--- src/hw/rtl/tunnel_bringup_supervisor_core_assert.svh ---
// ----------------------------------------------------------------------------
// Assertion macros for the tunnel bring-up supervisor
// Concurrent checks on clk, disabled while rst_n is low.
// ----------------------------------------------------------------------------
`ifndef TUNNEL_BRINGUP_SUPERVISOR_CORE_ASSERT_SVH
`define TUNNEL_BRINGUP_SUPERVISOR_CORE_ASSERT_SVH

// Same-cycle implication.
`define TBS_ASSERT_NOW(lbl, ante, cons, msg) \
    lbl: assert property (@(posedge clk) disable iff (!rst_n) (ante) |-> (cons)) \
        else $error(msg);

// Next-cycle implication.
`define TBS_ASSERT_NEXT(lbl, ante, cons, msg) \
    lbl: assert property (@(posedge clk) disable iff (!rst_n) (ante) |=> (cons)) \
        else $error(msg);

`endif

--- src/hw/rtl/tbs_pkg.sv ---
// ----------------------------------------------------------------------------
// tbs_pkg
// Types and constants shared by the tunnel bring-up supervisor.
// ----------------------------------------------------------------------------
`timescale 1ns / 1ps
`default_nettype none

package tbs_pkg;

    localparam int TIME_BITS = 32;
    localparam int CFG_BITS  = 32;
    localparam int CNT_BITS  = 4;
    localparam int CMP_BITS  = (TIME_BITS > CFG_BITS) ? TIME_BITS : CFG_BITS;

    localparam int IN_BYTES  = 5;
    localparam int OUT_BYTES = 2;
    localparam int IN_BITS   = IN_BYTES * 8;
    localparam int OUT_BITS  = OUT_BYTES * 8;

    localparam logic [CFG_BITS-1:0] RETRY_RESET   = 32'd15000;
    localparam logic [CFG_BITS-1:0] TIMEOUT_RESET = 32'd20000;
    localparam logic [CNT_BITS-1:0] MAX_ATT_RESET = 4'd3;
    localparam logic [CNT_BITS-1:0] CNT_MAX       = 4'd15;

    typedef logic [TIME_BITS-1:0] time_t;

    typedef enum logic [1:0] {
        PH_IDLE = 2'd0,
        PH_HS   = 2'd1,
        PH_UP   = 2'd2
    } phase_t;

    typedef enum logic [1:0] {
        ST_OFF        = 2'd0,
        ST_FAILED     = 2'd1,
        ST_UP         = 2'd2,
        ST_CONNECTING = 2'd3
    } status_t;

    // start attempt outcome; anything else counts as fatal
    localparam logic [1:0] OUTCOME_BEGUN     = 2'd0;
    localparam logic [1:0] OUTCOME_TRANSIENT = 2'd1;

    typedef enum logic [1:0] {
        REG_RETRY_INTERVAL = 2'd0,
        REG_HS_TIMEOUT     = 2'd1,
        REG_MAX_ATTEMPTS   = 2'd2
    } cfg_reg_t;

    // packed: last member in the lowest bits
    typedef struct packed {
        logic        clock_ready;
        logic        peer_up;
        logic        link_just_connected;
        logic        link_connected;
        logic        settings_present;
        logic        tunnel_enabled;
        logic [31:0] now_ms;
    } in_fields_t;

    typedef struct packed {
        logic [1:0]  start_outcome;
        in_fields_t  f;
    } in_item_t;

    typedef struct packed {
        logic [CNT_BITS-1:0] attempts_used;
        logic [1:0]          status;
        logic                route_switch;
        logic                teardown;
        logic                start_request;
        logic [1:0]          phase;
    } out_item_t;

endpackage

`default_nettype wire

--- src/hw/rtl/tunnel_bringup_supervisor_core.sv ---
// ----------------------------------------------------------------------------
// Tunnel bring-up supervisor core
// Steps the tunnel bring-up state once per tick request.
// ----------------------------------------------------------------------------
// Usage:
//   s_* carries one tick request: time, enable/settings/link/peer/clock flags
//   and the start outcome. m_* returns one result per tick: phase, start,
//   teardown and route-switch strobes, status and failed-attempt count.
//   cfg_* writes retry interval (0), handshake timeout (1), max attempts (2);
//   write only while no tick is in flight. cfg_ready is always high.
// Path: each request passes the input register, then the result register.
// Throughput: one request per cycle unless m_* stalls; the tick is an input
//   register, 32-bit subtract/compare steps, and the state and result registers.
// Stall: the result register holds while m_tready is low; one more request
//   sits in the input register, then s_tready drops until the result moves.
// Reset: state goes idle, counters and times clear, config takes its
//   defaults, both channels empty.
// ----------------------------------------------------------------------------
`timescale 1ns / 1ps
`default_nettype none

`include "tunnel_bringup_supervisor_core_assert.svh"

module tunnel_bringup_supervisor_core (
    input  wire logic                          clk,
    input  wire logic                          rst_n,
    // tdata: now_ms[31:0], tunnel_enabled, settings_present, link_connected,
    //        link_just_connected, peer_up, clock_ready, start_outcome[1:0]
    input  wire logic                          s_tvalid,
    output logic                               s_tready,
    input  wire logic [tbs_pkg::IN_BITS-1:0]   s_tdata,
    // tdata: phase[1:0], start_request, teardown, route_switch, status[1:0],
    //        attempts_used[3:0], zero pad
    output logic                               m_tvalid,
    input  wire logic                          m_tready,
    output logic [tbs_pkg::OUT_BITS-1:0]       m_tdata,
    input  wire logic                          cfg_valid,
    output logic                               cfg_ready,
    input  wire logic [1:0]                    cfg_index,
    input  wire logic [tbs_pkg::CFG_BITS-1:0]  cfg_data
);
    import tbs_pkg::*;

    // config
    logic [CFG_BITS-1:0] retry_reg;
    logic [CFG_BITS-1:0] timeout_reg;
    logic [CNT_BITS-1:0] max_att_reg;

    // input stage
    logic     in_valid_reg;
    in_item_t in_reg;

    // state
    phase_t              phase_reg, phase_next;
    logic                gave_up_reg, gave_up_next;
    logic [CNT_BITS-1:0] cnt_reg, cnt_next;
    time_t               last_reg, last_next;
    time_t               hs_start_reg, hs_start_next;

    // output stage
    logic      out_valid_reg;
    out_item_t out_reg, out_next;

    logic fire;
    logic out_free;

    // decode of the current tick
    time_t               now;
    logic                cleared;     // enable/settings dropped
    logic                link_down;
    logic                active;      // link branch taken
    phase_t              eff_phase;   // phase after a reconnect reset
    logic                base_gave;
    logic [CNT_BITS-1:0] base_cnt;
    time_t               base_last;
    logic [CNT_BITS-1:0] fail_cnt;
    logic                fail_gave;
    logic                hs_expired;
    logic                spaced;
    logic                peer_ok;
    logic                hs_fail;
    logic                up_lost;
    logic                attempt_go;

    assign cfg_ready = 1'b1;
    assign out_free  = !out_valid_reg || m_tready;
    assign fire      = in_valid_reg && out_free;
    assign s_tready  = !in_valid_reg || out_free;
    assign m_tvalid  = out_valid_reg;
    assign m_tdata   = OUT_BITS'(out_reg);

    always_ff @(posedge clk or negedge rst_n)
    begin
        if (!rst_n)
        begin
            retry_reg   <= RETRY_RESET;
            timeout_reg <= TIMEOUT_RESET;
            max_att_reg <= MAX_ATT_RESET;
        end
        else if (cfg_valid && cfg_ready)
        begin
            case (cfg_index)
                REG_RETRY_INTERVAL: retry_reg   <= cfg_data;
                REG_HS_TIMEOUT:     timeout_reg <= cfg_data;
                REG_MAX_ATTEMPTS:   max_att_reg <= cfg_data[CNT_BITS-1:0];
                default:            ;
            endcase
        end
    end

    always_ff @(posedge clk or negedge rst_n)
    begin
        if (!rst_n)
            in_valid_reg <= 1'b0;
        else if (s_tready)
            in_valid_reg <= s_tvalid;
    end

    always_ff @(posedge clk)
    begin
        if (s_tvalid && s_tready)
            in_reg <= in_item_t'(s_tdata);
    end

    // ---- decode ----
    assign now       = TIME_BITS'(in_reg.f.now_ms);
    assign cleared   = !in_reg.f.tunnel_enabled || !in_reg.f.settings_present;
    assign link_down = !cleared && !in_reg.f.link_connected;
    assign active    = !cleared && in_reg.f.link_connected;

    assign eff_phase = in_reg.f.link_just_connected ? PH_IDLE : phase_reg;
    assign base_gave = in_reg.f.link_just_connected ? 1'b0 : gave_up_reg;
    assign base_cnt  = in_reg.f.link_just_connected ? '0 : cnt_reg;
    assign base_last = in_reg.f.link_just_connected ? '0 : last_reg;

    assign fail_cnt  = (base_cnt < CNT_MAX) ? base_cnt + 1'b1 : base_cnt;
    assign fail_gave = base_gave || (fail_cnt >= max_att_reg);

    assign hs_expired = CMP_BITS'(time_t'(now - hs_start_reg)) > CMP_BITS'(timeout_reg);
    assign spaced     = (base_last == '0) ||
                        (CMP_BITS'(time_t'(now - base_last)) >= CMP_BITS'(retry_reg));

    assign peer_ok    = active && eff_phase == PH_HS && in_reg.f.peer_up;
    assign hs_fail    = active && eff_phase == PH_HS && !in_reg.f.peer_up && hs_expired;
    assign up_lost    = active && eff_phase == PH_UP && !in_reg.f.peer_up;
    assign attempt_go = active && eff_phase != PH_HS && eff_phase != PH_UP &&
                        !base_gave && spaced && in_reg.f.clock_ready;

    // ---- next state ----
    always_comb
    begin
        phase_next    = phase_reg;
        gave_up_next  = gave_up_reg;
        cnt_next      = cnt_reg;
        last_next     = last_reg;
        hs_start_next = hs_start_reg;
        if (cleared)
        begin
            phase_next   = PH_IDLE;
            gave_up_next = 1'b0;
            cnt_next     = '0;
            last_next    = '0;
        end
        else if (link_down)
        begin
            phase_next = PH_IDLE;
        end
        else
        begin
            phase_next   = eff_phase;
            gave_up_next = base_gave;
            cnt_next     = base_cnt;
            last_next    = base_last;
            case (eff_phase)
                PH_HS:
                begin
                    if (peer_ok)
                    begin
                        phase_next = PH_UP;
                        cnt_next   = '0;
                    end
                    else if (hs_fail)
                    begin
                        phase_next   = PH_IDLE;
                        last_next    = now;
                        cnt_next     = fail_cnt;
                        gave_up_next = fail_gave;
                    end
                end
                PH_UP:
                begin
                    if (up_lost)
                    begin
                        phase_next = PH_IDLE;
                        last_next  = now;
                    end
                end
                default:
                begin
                    phase_next = PH_IDLE;
                    if (attempt_go)
                    begin
                        last_next = now;
                        if (in_reg.start_outcome == OUTCOME_BEGUN)
                        begin
                            phase_next    = PH_HS;
                            hs_start_next = now;
                        end
                        else if (in_reg.start_outcome == OUTCOME_TRANSIENT)
                        begin
                            cnt_next     = fail_cnt;
                            gave_up_next = fail_gave;
                        end
                        else
                        begin
                            gave_up_next = 1'b1;
                        end
                    end
                end
            endcase
        end
    end

    // ---- result ----
    always_comb
    begin
        out_next               = '0;
        out_next.phase         = phase_next;
        out_next.start_request = attempt_go;
        out_next.teardown      = ((cleared || link_down ||
                                   (active && in_reg.f.link_just_connected)) &&
                                  phase_reg != PH_IDLE) || hs_fail || up_lost;
        out_next.route_switch  = peer_ok;
        out_next.attempts_used = cnt_next;
        if (!in_reg.f.tunnel_enabled)
            out_next.status = ST_OFF;
        else if (gave_up_next)
            out_next.status = ST_FAILED;
        else if (phase_next == PH_UP)
            out_next.status = ST_UP;
        else
            out_next.status = ST_CONNECTING;
    end

    always_ff @(posedge clk or negedge rst_n)
    begin
        if (!rst_n)
        begin
            phase_reg     <= PH_IDLE;
            gave_up_reg   <= 1'b0;
            cnt_reg       <= '0;
            last_reg      <= '0;
            hs_start_reg  <= '0;
            out_valid_reg <= 1'b0;
        end
        else
        begin
            if (fire)
            begin
                phase_reg    <= phase_next;
                gave_up_reg  <= gave_up_next;
                cnt_reg      <= cnt_next;
                last_reg     <= last_next;
                hs_start_reg <= hs_start_next;
            end
            if (out_free)
                out_valid_reg <= fire;
        end
    end

    always_ff @(posedge clk)
    begin
        if (fire)
            out_reg <= out_next;
    end

    // ---- checks ----
    `TBS_ASSERT_NEXT(a_fire_gives_result, fire, out_valid_reg,
        "tick step did not produce a result")
    `TBS_ASSERT_NEXT(a_state_holds_idle, !fire,
        $stable(phase_reg) && $stable(cnt_reg) && $stable(gave_up_reg),
        "state changed without a tick")
    `TBS_ASSERT_NEXT(a_attempt_stamps_time, fire && attempt_go,
        last_reg == $past(now), "attempt did not record its time")
    `TBS_ASSERT_NOW(a_route_means_up, out_valid_reg && out_reg.route_switch,
        out_reg.phase == PH_UP && !out_reg.teardown, "route switch without up phase")

endmodule

`default_nettype wire
--- config.mk ---
export PLATFORM = sky130hd
export DESIGN_NAME = tunnel_bringup_supervisor_core
export DESIGN_NICKNAME = d
export VERILOG_FILES = /design/src/hw/rtl/tbs_pkg.sv /design/src/hw/rtl/tunnel_bringup_supervisor_core.sv
export VERILOG_INCLUDE_DIRS = /design/src /design/src/hw/rtl
export SDC_FILE = /design/constraint.sdc
export NUM_CORES = 1
export LEC_CHECK = 0
export BUFFER_PORTS_ARGS = -buffer_cell sky130_fd_sc_hd__buf_2
export CAP_MARGIN = 20
export CORE_ASPECT_RATIO = 2
export CORE_MARGIN = 4
export CORE_UTILIZATION = 35
export DETAILED_ROUTE_END_ITERATION = 8
export PLACE_DENSITY = 0.59
export SLEW_MARGIN = 15
export SYNTH_ARGS = -nofsm -noshare
export SYNTH_HDL_FRONTEND = slang
export SYNTH_SLANG_ARGS = --single-unit
--- constraint.sdc ---
create_clock -name clk -period 7 [get_ports clk]
set_clock_uncertainty 0.2 [all_clocks]
set_input_delay 2.1 -clock clk [delete_from_list [all_inputs] [get_ports clk]]
set_output_delay 2.1 -clock clk [all_outputs]
set_load 0.01 [all_outputs]
==> impl_metrics.toml, run 1 <==
[final_layout]
final_cell_area_um2 = 15300
antenna_cells = 0
area_growth_syn_to_layout_pct = 12.6
fillers = 3932
multi_input_area_um2 = 7740
final_util = 0.401
final_layout_size_suffix_gt1_frac = 0.172
register_area_um2 = 5080
fin_nets = 1758
finalNonFillerCells = 2071

[sta]
finalSetupTns_ns = 0
finalSetupViolations = 0
slew_viol_final = 0
finalCriticalPeriod_ns = 6.41
maxClockFrequency_mhz = 156
rsz0062_at_grt = "no"
fin_crit_sh = 0.916
worst_pin_slew_ns = 0.802
slew_headroom = 0.460
final_hold_viol_count = 0

[setup_path]
worstSetupStartpointType = "flop"
crit_required_ns = 7.11
cp_max_fo = 44
crit_slowest_cell = "edfxtp_1"
cp.arrival_ns = 6.52
critPathKind = "reg -> reg"
end_kind = "flop"
worstPathCellList = "nor2b_1 -> ha_1 -> inv_1 -> fa_1 -> a21o_1 -> a21oi_1 -> o21a_1 -> o2111ai_1 -> a31oi_1 -> nand3b_1 -> o31a_1 -> o211ai_1 -> a21oi_1 -> xnor2_1 -> ha_1 -> nand4_1 -> or2_2 -> a2111oi_2 -> o21ai_2 -> buf_4 -> nor4_4 -> buf_4 -> o21ai_0"
cpPeakStageDelay_ns = 0.56

[cts]
clockRootBuffer = "clkbuf_16"
ctsHoldBuffers = 0
cts.sinks = 192
path_clk_slew_ns = 0.07
clk_latency_ns = 0.46
tritoncts = "yes"
post_cts_buffers = 0
cts_buffer_depth = 2
htreeDepth = 4
numCtsBuffers = 17
ctsResizeCount = 0

[global_route]
gr-total-overflow = 0
track_usage = 0.186
grt_antenna_before_repair = 0
first_global_vias = 11500
grt_start_max_net_pins = 64
grt_pass1_wl_um = 61600

[routing]
drt-pass1-iter-count = 6
ant_nets = 0
wl_per_cell_um = 19.0
drt_wl_total_um = 39300
routed_via_density = 5.39
first_iter_violations = 845
vias = 11200
drc = 0

[logic_synthesis]
synth_edf_count = 51
ys_seq_elements = 192
ys.flop_type = "dfrtp_1"
ys_async_sr_fraction = 0.734
yosysMostFrequentCell = "inv_1"
synth.distinct_cells = 75
yosysWarnings = 0
synth_common_cells = "inv_1, o21ai_0, ha_1, dfrtp_1, a21oi_1"
ys_seq_area_frac = 0.373
syn-cell-area_um2 = 13600
syn_inst = 1455
synthTopCellsByArea = "dfrtp_1, ha_1, edfxtp_1, mux2_2, o21ai_0"
avgSynthCellArea_um2 = 9.35
yosys.area.top_type_share = 0.234
synth_top_area_cell = "dfrtp_1"

[power]
total_power_mw = 2.97
p_comb_frac = 0.234
power_density_nw_per_um2 = 194
p_sw_frac = 0.311
leakage_nw = 6.71
internal-power_mw = 2.04
ir_drop_mv = 0.182
p_switching_mw = 0.923
p_clk_frac = 0.318
seq_power_share = 0.449

[min_path]
hold_class = "reg -> reg"

[run]
maxCapViolCount = 0

[placed_design]
globalplace.congestion = 0.883
io_buffers = 91
place_area_um2 = 14800
dp.cells = 2039
hpwl_um = 29800

[die]
die-height_um = 287
core.rowCount = 101
die_width_um = 147
die_area_um2 = 42300
initial_core_util = 0.356
fp.coreArea_um2 = 38200
top_level_ports = 98

[outcome]
status = "complete, no violations"
-- cells by family (layout without fill, tap and decap cells) --
logic type      after synthesis  in the layout  synth area share
compound gates              447            447             0.215
xor+xnor                     58             58            0.0373
fa+ha+maj                   136            136             0.126
buf+inv                     212            309            0.0605
flops                       192            192             0.373
mux                          81             81            0.0665
other cells                   2              6          0.000552
simple gates                327            327             0.121
-- metrics by stage --
| stage | hold slack (ns) | worst slack (ns) |
|---|---|---|
| 2_1_floorplan | 0.249 | 1.40 |
| 3_3_place_gp | 0.267 | 0.709 |
| 3_5_place_dp | 0.276 | 0.630 |
| 4_1_cts | 0.284 | 0.590 |
| 5_1_grt | 0.314 | 0.0644 |
| 6_report | 0.280 | 0.591 |
-- power by group through the flow --
stage / clock [mW] / combinational, mW / sequential [mW]
after floorplan: 0 / 0.474 / 1.33
after global placement: 0 / 0.682 / 1.35
after detailed placement: 0 / 0.696 / 1.35
after CTS: 0.978 / 0.702 / 1.33
after global routing: 1.01 / 0.786 / 1.34
final: 0.943 / 0.694 / 1.33
-- worst max-delay path, delay by kind of cell (launching register included) --
| family | cells | cell delay [ns] |
|---|---|---|
| compound gates | 11 | 2.53 |
| xor+xnor | 1 | 0.09 |
| fa+ha+maj | 3 | 0.91 |
| flops | 1 | 0.56 |
| simple gates | 5 | 1.24 |
| buf+inv | 3 | 0.71 |
-- cells in the final DEF, fill, tap and decap left out, drive strengths merged, types with 6 or more instances in the layout --
cell,count
a2111oi,6
a211oi,11
a21o,36
a21oi,112
a222oi,32
a2bb2oi,31
a31oi,12
and2,7
and3,9
buf,126
clkbuf,18
clkinv,8
conb,6
dfrtp,127
dfstp,14
edfxtp,51
ha,134
inv,153
mux2,75
mux2i,6
nand2,96
nand2b,16
nand3,19
nand3b,7
nand4,19
nor2,73
nor2b,47
nor3,10
nor4,13
o21a,11
o21ai,143
o21bai,11
o31ai,6
xnor2,47
xor2,11
-- routing by layer --
metal	share of wire	track usage	vias to the layer above
met5	0	0	-
met3	0.031	0.0275	86
li1	-	-	5422
met4	0.064	0.113	0
met2	0.55	0.355	248
met1	0.36	0.187	5402
-- worst paths after layout --
| check | startpoint | to | slack (ns) | cells past startpoint |
|---|---|---|---|---|
| max | in_reg[35]$_DFFE_PP_ | hs_start_reg[21]$_DFFE_PN0P_ | 0.59 | 23 |
| min | in_valid_reg$_DFFE_PN0N_ | m_tvalid$_DFFE_PN0P_ | 0.28 | 1 |
| max reg2reg | in_reg[35]$_DFFE_PP_ | hs_start_reg[21]$_DFFE_PN0P_ | 0.59 | 23 |
| min reg2reg | in_valid_reg$_DFFE_PN0N_ | m_tvalid$_DFFE_PN0P_ | 0.28 | 1 |
| max in group asynchronous | rst_n | last_reg[10]$_DFFE_PN0P_ | 4.12 | 2 |
| min in group asynchronous | rst_n | timeout_reg[28]$_DFFE_PN0P_ | 1.35 | 1 |
-- layout make-up --
cell class	count	area share
clock buffers	18	0.0280
clock inverters	14	0.00760
inverters	151	0.0370
multi-input cells	1055	0.506
flip-flops and latches	192	0.332
well taps	515	0.0421
repair buffers	126	0.0481
No activity file was read; power rests on OpenSTA's default activity.
==> inputs of run 2 (changes only) <==
Clock period 7 ns to 6.5 ns, I/O delays scaled along.
==> run 2 against run 1 <==
Final cell count grew 1.2%. Count of clock-buffer cells in the layout up 7. Worst hold slack better by 0.022 ns. First-iteration DRC count shrank 15%. Largest power group unchanged. Fmax is 3.7% higher. Sequential cell count stayed put. Critical endpoint is now m_tdata[10]$_DFFE_PP_.
==> impl_metrics.toml, run 2 (synthesis results as in run 1) <==
[setup_path]
cp_max_fo = 7
crit_required_ns = 6.51
worstSetupStartpointType = "flop"
end_kind = "flop"
critPathKind = "reg -> reg"
cp.arrival_ns = 6.19

[cts]
tritoncts = "yes"
htreeDepth = 4
clockRootBuffer = "clkbuf_16"
numCtsBuffers = 17
ctsHoldBuffers = 0
path_clk_slew_ns = 0.07
cts_buffer_depth = 2
cts.sinks = 192
clk_latency_ns = 0.46

[power]
seq_power_share = 0.435
total_power_mw = 3.29
internal-power_mw = 2.29
p_switching_mw = 1.01
p_comb_frac = 0.235
p_sw_frac = 0.305
p_clk_frac = 0.330
ir_drop_mv = 0.188
leakage_nw = 6.90
power_density_nw_per_um2 = 209

[placed_design]
dp.cells = 2050
io_buffers = 91
globalplace.congestion = 0.893
pre_cts_ws_ns = -0.105
hpwl_um = 29800
place_area_um2 = 14900

[die]
core.rowCount = 101
top_level_ports = 98
fp.coreArea_um2 = 38200
die_width_um = 147
die-height_um = 287
die_area_um2 = 42300
initial_core_util = 0.356

[global_route]
grt_start_max_net_pins = 64
track_usage = 0.187
grt_pass1_wl_um = 62300
gr-total-overflow = 0
first_global_vias = 11600
grt_antenna_before_repair = 1

[min_path]
hold_class = "reg -> reg"

[final_layout]
final_cell_mix = "inv_1, o21ai_0, ha_1, dfrtp_1, a21oi_1"
fillers = 3866
final_common_cell = "inv_1"
finalNonFillerCells = 2096
fin_nets = 1782
final_cell_area_um2 = 15700
area_growth_syn_to_layout_pct = 15.7
final_layout_size_suffix_gt1_frac = 0.198

[outcome]
status = "complete, no violations"

[sta]
fin_crit_sh = 0.951
slew_viol_final = 0
final_hold_viol_count = 0
finalCriticalPeriod_ns = 6.18
rsz0062_at_grt = "no"
worst_pin_slew_ns = 0.887
maxClockFrequency_mhz = 162
fin_ws_ns = 0.321
finalSetupViolations = 0
slew_headroom = 0.408
finalSetupTns_ns = 0

[routing]
drc = 0
ant_nets = 0
routed_via_density = 5.47
first_iter_violations = 716
vias = 11500
wl_per_cell_um = 19.2
drt_wl_total_um = 40100
drt-pass1-iter-count = 6

[run]
maxCapViolCount = 0
==> run 2: cell count changes in the layout (fill, tap and decap cells not counted), sizes merged <==
cell	change
diode	+1
clkinvlp	-1
inv	-1
clkbuf	+8
clkinv	-5
buf	+23
==> run 2: cell type report <==
cell class	instances	area, um^2	share of cell area
clock inverters	7	73.8	0.00469
well taps	515	644	0.0409
diodes	1	2.50	0.000159
clock buffers	25	518	0.0329
multi-input cells	1055	7900	0.502
repair buffers	150	955	0.0607
inverters	151	567	0.0360
flip-flops and latches	192	5080	0.323
==> run 2: power groups by stage <==
stage          clock, mW  sequential (mW)  combinational (mW)
2_1_floorplan          0             1.43               0.510
3_3_place_gp           0             1.45               0.737
3_5_place_dp           0             1.46               0.756
4_1_cts             1.12             1.43               0.765
5_1_grt             1.16             1.44               0.873
6_report            1.09             1.43               0.774
==> run 2: layer usage <==
metal | up-vias | global-route usage | wire, um
met5 | - | 0 | 0
met4 | 0 | 0.120 | 2670
met3 | 103 | 0.0230 | 1180
met2 | 291 | 0.359 | 21900
met1 | 5576 | 0.187 | 14400
li1 | 5486 | - | -
==> run 2: final timing paths <==
check	start	to	slack [ns]	depth (start not counted)
min	in_valid_reg$_DFFE_PN0N_	m_tvalid$_DFFE_PN0P_	0.30	1
max	now[0]$_DFFE_PP_	m_tdata[10]$_DFFE_PP_	0.32	26
max in group asynchronous	rst_n	timeout_reg[4]$_DFFE_PN0P_	3.74	2
min in group asynchronous	rst_n	timeout_reg[23]$_DFFE_PN0P_	1.27	1
min reg2reg	in_valid_reg$_DFFE_PN0N_	m_tvalid$_DFFE_PN0P_	0.30	1
max reg2reg	now[0]$_DFFE_PP_	m_tdata[10]$_DFFE_PP_	0.32	26
==> run 2: critical path, stage by stage (launching register included) <==
cell      delay, ns
edfxtp_1       0.45
inv_1          0.12
ha_1           0.19
inv_1          0.06
fa_1           0.43
a211oi_1       0.31
o21ai_0        0.14
and2_1         0.28
a21boi_2       0.26
o21ai_0        0.20
o41ai_2        0.48
o31ai_1        0.14
o21a_1         0.19
nor2_1         0.12
xnor2_1        0.13
ha_1           0.26
nand4_1        0.19
nor4_2         0.08
a21oi_1        0.25
nand2_1        0.14
o21ai_4        0.17
buf_12         0.15
buf_4          0.14
mux2_2         0.33
a32oi_1        0.23
a21oi_1        0.10
a22o_1         0.20
==> run 2: what timing repair did <==
action	in CTS	in global routing
hold endpoints to repair	0	0
cloned	0	1
pin swaps	1	12
endpoints found under the setup margin	7	74
gates resized for setup	1	30
buffers inserted	3	9
==> run 2: per-stage QoR <==
step	utilization	hold slack, ns
after floorplan	-	0.249
after global placement	0.390	0.266
after detailed placement	0.390	0.284
after CTS	0.406	0.306
after global routing	0.412	0.316
final	0.412	0.303
